--- config.mk ---
export PLATFORM = sky130hd
export DESIGN_NAME = pareto_archive_update
export DESIGN_NICKNAME = d
export VERILOG_FILES = /design/src/pau_pkg.sv /design/src/pareto_archive_update.sv /design/src/pau_ctrl.sv /design/src/pau_dp.sv
export SDC_FILE = /design/constraint.sdc
export NUM_CORES = 2
export LEC_CHECK = 0
export ABC_AREA = 1
export BUFFER_PORTS_ARGS = -buffer_cell sky130_fd_sc_hd__buf_2
export CAP_MARGIN = 20
export CORE_UTILIZATION = 47
export DETAILED_ROUTE_END_ITERATION = 12
export PLACE_DENSITY = 0.71
export SYNTH_ARGS = -nofsm -noshare
export SYNTH_HDL_FRONTEND = slang
export SYNTH_SLANG_ARGS = --single-unit
--- constraint.sdc ---
create_clock -name clk -period 11.3 [get_ports clk]
set_input_delay 2.26 -clock clk [delete_from_list [all_inputs] [get_ports clk]]
set_output_delay 2.26 -clock clk [all_outputs]
set_load 0.05 [all_outputs]
--- src/pau_pkg.sv ---
// ----------------------------------------------------------------------------
// pau_pkg: shared types and constants for the Pareto archive update block
// Archive sizing, field widths, controller states and the command and status
// bundles passed between controller and datapath.
// ----------------------------------------------------------------------------
package pau_pkg;

  // archive sizing
  localparam int ARCHIVE_DEPTH = 64;
  localparam int IDX_W         = $clog2(ARCHIVE_DEPTH);
  localparam int CNT_W         = $clog2(ARCHIVE_DEPTH + 1);

  // fixed field widths
  localparam int DATA_W  = 32;
  localparam int SUM_W   = DATA_W + 1;
  localparam int EPS_W   = 16;
  localparam int SLOT_W  = 6;
  localparam int COUNT_W = 7;

  localparam logic [EPS_W-1:0] EPS_RESET = 16'd8;

  typedef enum logic [2:0] {
    ST_IDLE,
    ST_SCAN,
    ST_APPEND,
    ST_PRIME,
    ST_STREAM
  } pau_state_t;

  typedef struct packed {
    logic start;   // load candidate, clear scan state
    logic scan;    // run read / compare / compact pipeline
    logic append;  // append candidate or flag overflow
    logic prime;   // fetch entry 0 into the output register
    logic stream;  // step the output stream on each taken request
  } pau_cmd_t;

  typedef struct packed {
    logic scan_done;
    logic empty;
    logic stream_end;
  } pau_stat_t;

endpackage

--- src/pareto_archive_update.sv ---
// ----------------------------------------------------------------------------
// pareto_archive_update: two-objective epsilon Pareto archive
// Updates an ordered archive of non-dominated candidates with each request
// and streams the whole archive back after every update.
// ----------------------------------------------------------------------------
// Usage:
//   in_*   : one request per candidate (makespan, energy, unsigned Q28.4).
//            in_ready is high only while the block is idle; one request is
//            worked on at a time.
//   out_*  : after each update, one request per archive entry in archive
//            order; out_last_entry marks the final one. The summary fields
//            (accepted, removed_count, archive_count, overflow) repeat on
//            every entry of the same update.
//   cfg_*  : writes the epsilon margin; always ready, write only when idle.
// Sequence: the scan makes one memory read per entry; the compare and the
//   compaction write work on the registered read data, and the scan ends
//   once that pipeline is empty. Then the candidate is appended, entry 0 is
//   fetched and the stream sends one entry per cycle while out_ready is high,
//   before the block goes idle to take the next request. The single read
//   port of the archive memory is shared by the scan and the stream.
// Reset: clears the archive count and the handshake state and sets the
//   margin to 0.5; memory contents are not cleared.
// Stall: a low out_ready holds the current entry on out_* and halts the stream.
// ----------------------------------------------------------------------------
module pareto_archive_update (
  input  logic                          clk,
  input  logic                          rst_n,
  input  logic                          in_valid,
  output logic                          in_ready,
  input  logic [pau_pkg::DATA_W-1:0]    in_cand_makespan,
  input  logic [pau_pkg::DATA_W-1:0]    in_cand_energy,
  output logic                          out_valid,
  input  logic                          out_ready,
  output logic [pau_pkg::DATA_W-1:0]    out_entry_makespan,
  output logic [pau_pkg::DATA_W-1:0]    out_entry_energy,
  output logic [pau_pkg::SLOT_W-1:0]    out_entry_slot,
  output logic                          out_last_entry,
  output logic                          out_accepted,
  output logic [pau_pkg::COUNT_W-1:0]   out_removed_count,
  output logic [pau_pkg::COUNT_W-1:0]   out_archive_count,
  output logic                          out_overflow,
  input  logic                          cfg_valid,
  output logic                          cfg_ready,
  input  logic [pau_pkg::EPS_W-1:0]     cfg_epsilon_margin
);

  pau_pkg::pau_cmd_t  cmd;
  pau_pkg::pau_stat_t stat;

  // margin register accepts a write on any cycle
  assign cfg_ready = 1'b1;

  pau_ctrl u_ctrl (
    .clk      (clk),
    .rst_n    (rst_n),
    .in_valid (in_valid),
    .in_ready (in_ready),
    .stat     (stat),
    .cmd      (cmd)
  );

  pau_dp u_dp (
    .clk                (clk),
    .rst_n              (rst_n),
    .cmd                (cmd),
    .stat               (stat),
    .cfg_valid          (cfg_valid),
    .cfg_epsilon_margin (cfg_epsilon_margin),
    .in_cand_makespan   (in_cand_makespan),
    .in_cand_energy     (in_cand_energy),
    .out_valid          (out_valid),
    .out_ready          (out_ready),
    .out_entry_makespan (out_entry_makespan),
    .out_entry_energy   (out_entry_energy),
    .out_entry_slot     (out_entry_slot),
    .out_last_entry     (out_last_entry),
    .out_accepted       (out_accepted),
    .out_removed_count  (out_removed_count),
    .out_archive_count  (out_archive_count),
    .out_overflow       (out_overflow)
  );

endmodule

--- src/pau_ctrl.sv ---
// ----------------------------------------------------------------------------
// pau_ctrl: update sequencer
// Steps each request through scan, append and prime phases, then a stream phase unless the archive is empty.
// ----------------------------------------------------------------------------
module pau_ctrl (
  input  logic               clk,
  input  logic               rst_n,
  input  logic               in_valid,
  output logic               in_ready,
  input  pau_pkg::pau_stat_t stat,
  output pau_pkg::pau_cmd_t  cmd
);

  pau_pkg::pau_state_t state_r;
  pau_pkg::pau_state_t state_nxt;

  always_ff @(posedge clk) begin
    if (!rst_n) begin
      state_r <= pau_pkg::ST_IDLE;
    end else begin
      state_r <= state_nxt;
    end
  end

  always_comb begin
    state_nxt = state_r;
    cmd       = '0;
    in_ready  = 1'b0;
    case (state_r)
      pau_pkg::ST_IDLE: begin
        in_ready = 1'b1;
        if (in_valid) begin
          cmd.start = 1'b1;
          state_nxt = pau_pkg::ST_SCAN;
        end
      end
      pau_pkg::ST_SCAN: begin
        cmd.scan = 1'b1;
        if (stat.scan_done) begin
          state_nxt = pau_pkg::ST_APPEND;
        end
      end
      pau_pkg::ST_APPEND: begin
        cmd.append = 1'b1;
        state_nxt  = pau_pkg::ST_PRIME;
      end
      pau_pkg::ST_PRIME: begin
        // nothing to stream if the archive is empty
        if (stat.empty) begin
          state_nxt = pau_pkg::ST_IDLE;
        end else begin
          cmd.prime = 1'b1;
          state_nxt = pau_pkg::ST_STREAM;
        end
      end
      pau_pkg::ST_STREAM: begin
        cmd.stream = 1'b1;
        if (stat.stream_end) begin
          state_nxt = pau_pkg::ST_IDLE;
        end
      end
      default: begin
        state_nxt = pau_pkg::ST_IDLE;
      end
    endcase
  end

endmodule

--- src/pau_dp.sv ---
// ----------------------------------------------------------------------------
// pau_dp: archive datapath
// Holds the archive memories, the margin register, the scan pipeline with
// in-place compaction and the output register of the result stream.
// ----------------------------------------------------------------------------
module pau_dp (
  input  logic                          clk,
  input  logic                          rst_n,
  input  pau_pkg::pau_cmd_t             cmd,
  output pau_pkg::pau_stat_t            stat,
  input  logic                          cfg_valid,
  input  logic [pau_pkg::EPS_W-1:0]     cfg_epsilon_margin,
  input  logic [pau_pkg::DATA_W-1:0]    in_cand_makespan,
  input  logic [pau_pkg::DATA_W-1:0]    in_cand_energy,
  output logic                          out_valid,
  input  logic                          out_ready,
  output logic [pau_pkg::DATA_W-1:0]    out_entry_makespan,
  output logic [pau_pkg::DATA_W-1:0]    out_entry_energy,
  output logic [pau_pkg::SLOT_W-1:0]    out_entry_slot,
  output logic                          out_last_entry,
  output logic                          out_accepted,
  output logic [pau_pkg::COUNT_W-1:0]   out_removed_count,
  output logic [pau_pkg::COUNT_W-1:0]   out_archive_count,
  output logic                          out_overflow
);

  localparam int DataW  = pau_pkg::DATA_W;
  localparam int SumW   = pau_pkg::SUM_W;
  localparam int IdxW   = pau_pkg::IDX_W;
  localparam int CntW   = pau_pkg::CNT_W;
  localparam int SlotW  = pau_pkg::SLOT_W;
  localparam int CountW = pau_pkg::COUNT_W;
  localparam int Depth  = pau_pkg::ARCHIVE_DEPTH;

  logic [DataW-1:0] mem_m [Depth];
  logic [DataW-1:0] mem_e [Depth];

  logic [pau_pkg::EPS_W-1:0] eps_r;
  logic [DataW-1:0] cand_m_r, cand_e_r;
  logic [DataW-1:0] rd_m_r, rd_e_r;
  logic [CntW-1:0]  count_r, r_r, w_r, removed_r, k_r;
  logic             vld_r, reject_r, accepted_r, overflow_r, out_vld_r;

  logic [SumW-1:0]  cm_ext, ce_ext, em_ext, ee_ext, eps_ext;
  logic             better, worse, remove, set_rej;
  logic             issue, room, fire, last;
  logic             wr_en, rd_en;
  logic [IdxW-1:0]  wr_addr, rd_addr;
  logic [DataW-1:0] wr_m, wr_e;

  // margin register
  always_ff @(posedge clk) begin
    if (!rst_n) begin
      eps_r <= pau_pkg::EPS_RESET;
    end else if (cfg_valid) begin
      eps_r <= cfg_epsilon_margin;
    end
  end

  // exact margin tests: entry - cand > eps and cand - entry > eps
  assign cm_ext  = {1'b0, cand_m_r};
  assign ce_ext  = {1'b0, cand_e_r};
  assign em_ext  = {1'b0, rd_m_r};
  assign ee_ext  = {1'b0, rd_e_r};
  assign eps_ext = SumW'(eps_r);
  assign better  = (em_ext > cm_ext + eps_ext) || (ee_ext > ce_ext + eps_ext);
  assign worse   = (cm_ext > em_ext + eps_ext) || (ce_ext > ee_ext + eps_ext);
  assign remove  = vld_r && !reject_r && better && !worse;
  assign set_rej = vld_r && !reject_r && !better;

  assign issue = cmd.scan && (r_r != count_r);
  assign room  = (w_r < CntW'(Depth));
  assign fire  = cmd.stream && out_vld_r && out_ready;
  assign last  = ((k_r + CntW'(1)) == count_r);

  // memory ports: one write, one registered read
  always_comb begin
    wr_en   = 1'b0;
    wr_addr = w_r[IdxW-1:0];
    wr_m    = rd_m_r;
    wr_e    = rd_e_r;
    if (cmd.scan && vld_r && !remove) begin
      wr_en = 1'b1;
    end else if (cmd.append && !reject_r && room) begin
      wr_en = 1'b1;
      wr_m  = cand_m_r;
      wr_e  = cand_e_r;
    end
    rd_en   = issue || cmd.prime || (fire && !last);
    rd_addr = '0;
    if (cmd.scan) begin
      rd_addr = r_r[IdxW-1:0];
    end else if (cmd.stream) begin
      rd_addr = IdxW'(k_r + CntW'(1));
    end
  end

  always_ff @(posedge clk) begin
    if (wr_en) begin
      mem_m[wr_addr] <= wr_m;
      mem_e[wr_addr] <= wr_e;
    end
    if (rd_en) begin
      rd_m_r <= mem_m[rd_addr];
      rd_e_r <= mem_e[rd_addr];
    end
  end

  // control state
  always_ff @(posedge clk) begin
    if (!rst_n) begin
      count_r   <= '0;
      vld_r     <= 1'b0;
      out_vld_r <= 1'b0;
    end else begin
      if (cmd.start) begin
        vld_r <= 1'b0;
      end else if (cmd.scan) begin
        vld_r <= issue;
      end
      if (cmd.append) begin
        count_r <= (!reject_r && room) ? CntW'(w_r + CntW'(1)) : w_r;
      end
      if (cmd.prime) begin
        out_vld_r <= 1'b1;
      end else if (fire && last) begin
        out_vld_r <= 1'b0;
      end
    end
  end

  // scan and stream bookkeeping
  always_ff @(posedge clk) begin
    if (cmd.start) begin
      cand_m_r   <= in_cand_makespan;
      cand_e_r   <= in_cand_energy;
      r_r        <= '0;
      w_r        <= '0;
      removed_r  <= '0;
      reject_r   <= 1'b0;
      accepted_r <= 1'b0;
      overflow_r <= 1'b0;
    end
    if (issue) begin
      r_r <= CntW'(r_r + CntW'(1));
    end
    if (cmd.scan && vld_r) begin
      if (remove) begin
        removed_r <= CntW'(removed_r + CntW'(1));
      end else begin
        w_r <= CntW'(w_r + CntW'(1));
      end
      if (set_rej) begin
        reject_r <= 1'b1;
      end
    end
    if (cmd.append && !reject_r) begin
      accepted_r <= room;
      overflow_r <= !room;
    end
    if (cmd.prime) begin
      k_r <= '0;
    end else if (fire && !last) begin
      k_r <= CntW'(k_r + CntW'(1));
    end
  end

  assign stat.scan_done  = (r_r == count_r) && !vld_r;
  assign stat.empty      = (count_r == '0);
  assign stat.stream_end = fire && last;

  assign out_valid          = out_vld_r;
  assign out_entry_makespan = rd_m_r;
  assign out_entry_energy   = rd_e_r;
  assign out_entry_slot     = SlotW'(k_r[IdxW-1:0]);
  assign out_last_entry     = last;
  assign out_accepted       = accepted_r;
  assign out_removed_count  = CountW'(removed_r);
  assign out_archive_count  = CountW'(count_r);
  assign out_overflow       = overflow_r;

endmodule

==> flow_metrics.tcl <==
set metrics [dict create \
    outcome "completed" \
    vias_per_cell 6.36 \
    route.detailed.wl_per_inst_microns 28.5 \
    routed_met1_length_mm 192 \
    highest_layer "met5" \
    clkSinkCount 4283 \
    clkLatencyLatePin_ns 0.93 \
    die_w_microns 609 \
    synth.distinct_cells 50 \
    synth_largest_type_area_fraction_pct 73.3 \
    numCtsBuffers 403 \
    hold_path_class "reg2reg" \
    post_synthesis_cell_count 13000 \
    cts_buffer_depth 4 \
    synth_area_sq_um 173000 \
    final.period_utilization_pct 68.2 \
    cts_setup_buffers 0 \
    worstSetupEndpointType "register" \
    postCtsHoldBufs 0 \
    fin_worst_skew_ns 0.0686 \
    routed-via-count 115000 \
    synth_xor_xnor_area_share_pct 0.702 \
    synth.yosys.seq_area_share_pct 73.9 \
    synth.largest_area_cell "sky130_fd_sc_hd__edfxtp_1" \
    global_route.usage.total_pct 26.8 \
    drc 0 \
    tritoncts "built" \
    count_of_h_tree_levels_built_during_cts 5 \
    static-leakage-power_nw 61.0 \
    place.gp.congestion 0.894 \
    max_clock_freq_mhz 130 \
    layout-drive-gt1-share_pct 8.53 \
    critPathKind "reg2reg" \
    finalNetCount 13200 \
    ioPinCount 175 \
    synth_top_cells_by_area "sky130_fd_sc_hd__edfxtp_1 73%, sky130_fd_sc_hd__o21ai_0 5.9%, sky130_fd_sc_hd__nor2_1 5.0%" \
    wl_mm 516 \
    floorplan.die.height_microns 609 \
    drv_cap 0 \
    final_period_minus_worst_setup_slack_ns 7.71 \
    drt_first_iter_violations 18300 \
    worst_case_vdd_ir_drop_uv 285 \
    yosys-mux-area-fraction_pct 0 \
    cts_root_buf "sky130_fd_sc_hd__clkbuf_16" \
    adder_and_majority_cell_fraction_of_the_synthesized_area_pct 1.46 \
    num_rows 222 \
    timing.critical_path.slowest_cell_delay_ns 0.73 \
    met3_wirelength_mm 66.4 \
    start_util_pct 47.3 \
    antenna_left 0 \
    postSynthNetCount 13300 \
    hpwl_mm 281 \
    synth_edf_count 4233 \
    port_buffers 173 \
    floorplan.die_area_sq_um 371000 \
    report.power.total_mw 53.5 \
    postSynthAreaPerCell_sq_um 13.3 \
    synth_warnings 0 \
    setup_viol 0 \
    synth_seq_cells 4283 \
    timing_worst_slew_pin_value_ns 1.21 \
    critical_path_required_ns 11.79 \
    cts-resized-gates 0 \
    post_synthesis_share_of_cell_area_spent_on_and_or_nand_and_nor_gates_pct 7.99 \
    core_region_area_sq_um 366000 \
    critical_path.most_common_cell "sky130_fd_sc_hd__nand2_1" \
    ys_async_sr_fraction_pct 0 \
    worst_slew_margin_rel_pct 19.4 \
    slowest_cell_on_the_critical_path "sky130_fd_sc_hd__buf_4" \
    synth_flop_cell "sky130_fd_sc_hd__edfxtp_1" \
    grt_pass1_vias 107000 \
    startpoint_type "register" \
    pin_count_of_the_biggest_net_entering_global_routing 206 \
    firstDrtPassIters 7 \
    synth_top_family_by_area "compound AO/OA/AOI/OAI gates" \
    syn2layout_area_growth_pct 11.2 \
    number_of_antenna_violations_at_the_first_check_in_global_routing 31 \
    hold_violations 0 \
    synth-compound-area-share_pct 13.4 \
    rsz0062_at_grt "false" \
    grt_pass1_wl_mm 739 \
    globalRouteOverflowTotal 0 \
    critical_path_arrival_ns 8.20 \
    power_density_nw_per_um2 278 \
    met2RoutedLength_mm 235 \
    cp_max_fo 29 \
    final_report_max_slew_violation_count 0 \
    setup_tns_ns 0 \
    clk_transition_reported_paths_ns 0.06 \
]
[stage by stage]
stage               hold slack, ns  area, sq um  cells  setup slack [ns]  utilization, %
finish                       0.488       193000  18100              3.59            52.6
global route                 0.515       193000  18100              3.07            52.6
CTS                          0.482       193000  18100              3.64            52.5
detailed placement           0.468       180000  17300              3.67            49.1
global placement             0.463       180000  17300              3.62            49.1
floorplan                    0.453       173000  13000              3.91               -
[power by group]
part	switching [mW]	internal, mW	total (mW)
Sequential	0.478	20.9	21.4
Clock	5.83	7.36	13.2
Combinational	14.8	4.13	18.9
Total	21.1	32.4	53.5
[cells by family after synthesis]
family                     count (synthesis)
adders and majority gates                200
DFF                                     4283
buffers and inverters                   1096
and+or+nand+nor                         3436
other                                      1
xor gates and xnor gates                 139
AOI/OAI and AO/OA                       3852
[metal layers]
metal | vias to the layer above | global-route usage, %
li1 | 49300 | -
met1 | 56600 | 36.6
met2 | 7842 | 41.4
met3 | 1178 | 6.57
met4 | 18 | 11.1
met5 | - | 0
[synth_stat cells (7+ instances only)]
cell                          n
sky130_fd_sc_hd__o22ai_1    447
sky130_fd_sc_hd__clkbuf_1   714
sky130_fd_sc_hd__buf_4       18
sky130_fd_sc_hd__inv_1      162
sky130_fd_sc_hd__nor3_1      39
sky130_fd_sc_hd__nand2_2      8
sky130_fd_sc_hd__o21a_1      10
sky130_fd_sc_hd__nand4_1     30
sky130_fd_sc_hd__buf_1       25
sky130_fd_sc_hd__o21ai_1    121
sky130_fd_sc_hd__buf_2      161
sky130_fd_sc_hd__o21ai_0   2057
sky130_fd_sc_hd__o21bai_1     7
sky130_fd_sc_hd__edfxtp_1  4233
sky130_fd_sc_hd__nand3_1    522
sky130_fd_sc_hd__a21oi_1    149
sky130_fd_sc_hd__nor2_1    2304
sky130_fd_sc_hd__dfxtp_1     50
sky130_fd_sc_hd__o211ai_1   517
sky130_fd_sc_hd__nand2_1    489
sky130_fd_sc_hd__o221ai_1   515
sky130_fd_sc_hd__buf_6        7
sky130_fd_sc_hd__xnor2_1     39
sky130_fd_sc_hd__a211oi_1     7
sky130_fd_sc_hd__ha_1       196
sky130_fd_sc_hd__xor2_1     100
sky130_fd_sc_hd__nand3b_1     7
sky130_fd_sc_hd__nor4_1      18
[registers in the layout, indices dropped and copies added, names as in the netlist]
signal                   count
u_dp.out_archive_count       7
u_dp.r_r                     7
u_dp.out_accepted            1
u_dp.out_overflow            1
u_dp.out_entry_energy       32
u_dp.mem_m                2048
u_dp.w_r                     7
u_ctrl.state_r               3
u_dp.cand_e_r               32
u_dp.cand_m_r               32
u_dp.mem_e                2048
u_dp.reject_r                1
u_dp.vld_r                   1
u_dp.out_removed_count       7
u_dp.k_r                     7
u_dp.eps_r                  16
u_dp.out_valid               1
u_dp.out_entry_makespan     32
[worst max-delay path: cells and delay by family, from the launching register on]
family	cells	cell delay (ns)
AO/OA/AOI/OAI	6	1.42
XOR/XNOR	1	0.09
adder cells (fa/ha/maj)	2	0.68
buffers and inverters	5	1.42
flip-flops	1	0.47
AND/OR/NAND/NOR	17	3.08
[final cells by class]
class                      instances  area (sq um)
inverter                         171           684
clock buffer                     505         10600
timing repair buffer             438          3470
antenna                            9          22.5
fill                           29400        174000
tap                             4816          6030
multi-input combinational       7628         41800
clock inverter                   217          2000
sequential                      4283        128000
[worst paths after layout]
path                                                          from                            to  slack, ns  cells past startpoint
worst min register to register             u_dp.vld_r$_SDFFE_PP0P_       u_dp.vld_r$_SDFFE_PP0P_       0.49                      2
worst min-delay path                       u_dp.vld_r$_SDFFE_PP0P_       u_dp.vld_r$_SDFFE_PP0P_       0.49                      2
worst max-delay path            u_dp.out_entry_energy[4]$_DFFE_PP_  u_dp.mem_m[33][30]$_DFFE_PP_       3.59                     31
worst max register to register  u_dp.out_entry_energy[4]$_DFFE_PP_  u_dp.mem_m[33][30]$_DFFE_PP_       3.59                     31
[layout by cell type (no fill, tap or decap), drive strengths merged, types with 2 or more instances in the layout]
cell type and count:
o21bai 7, bufinv 32, fa 4, or2 5, a221oi 2, clkinv 157
nand3 522, o21a 10, nor3 41, o31ai 3, a211oi 7, edfxtp 4233
clkinvlp 20, nor2 2306, a31oi 5, inv 179, o22ai 447, o21ai 2178
nor3b 4, and3 2, o221ai 515, nand2 499, xnor2 39, diode 9
nor4 18, clkbuf 505, buf 438, a21oi 149, a31o 2, ha 196
a21boi 4, a21o 4, nand4 30, nand3b 7, dfxtp 50, o211ai 517
xor2 100
Note: power is estimated with default switching activity, not from simulation.
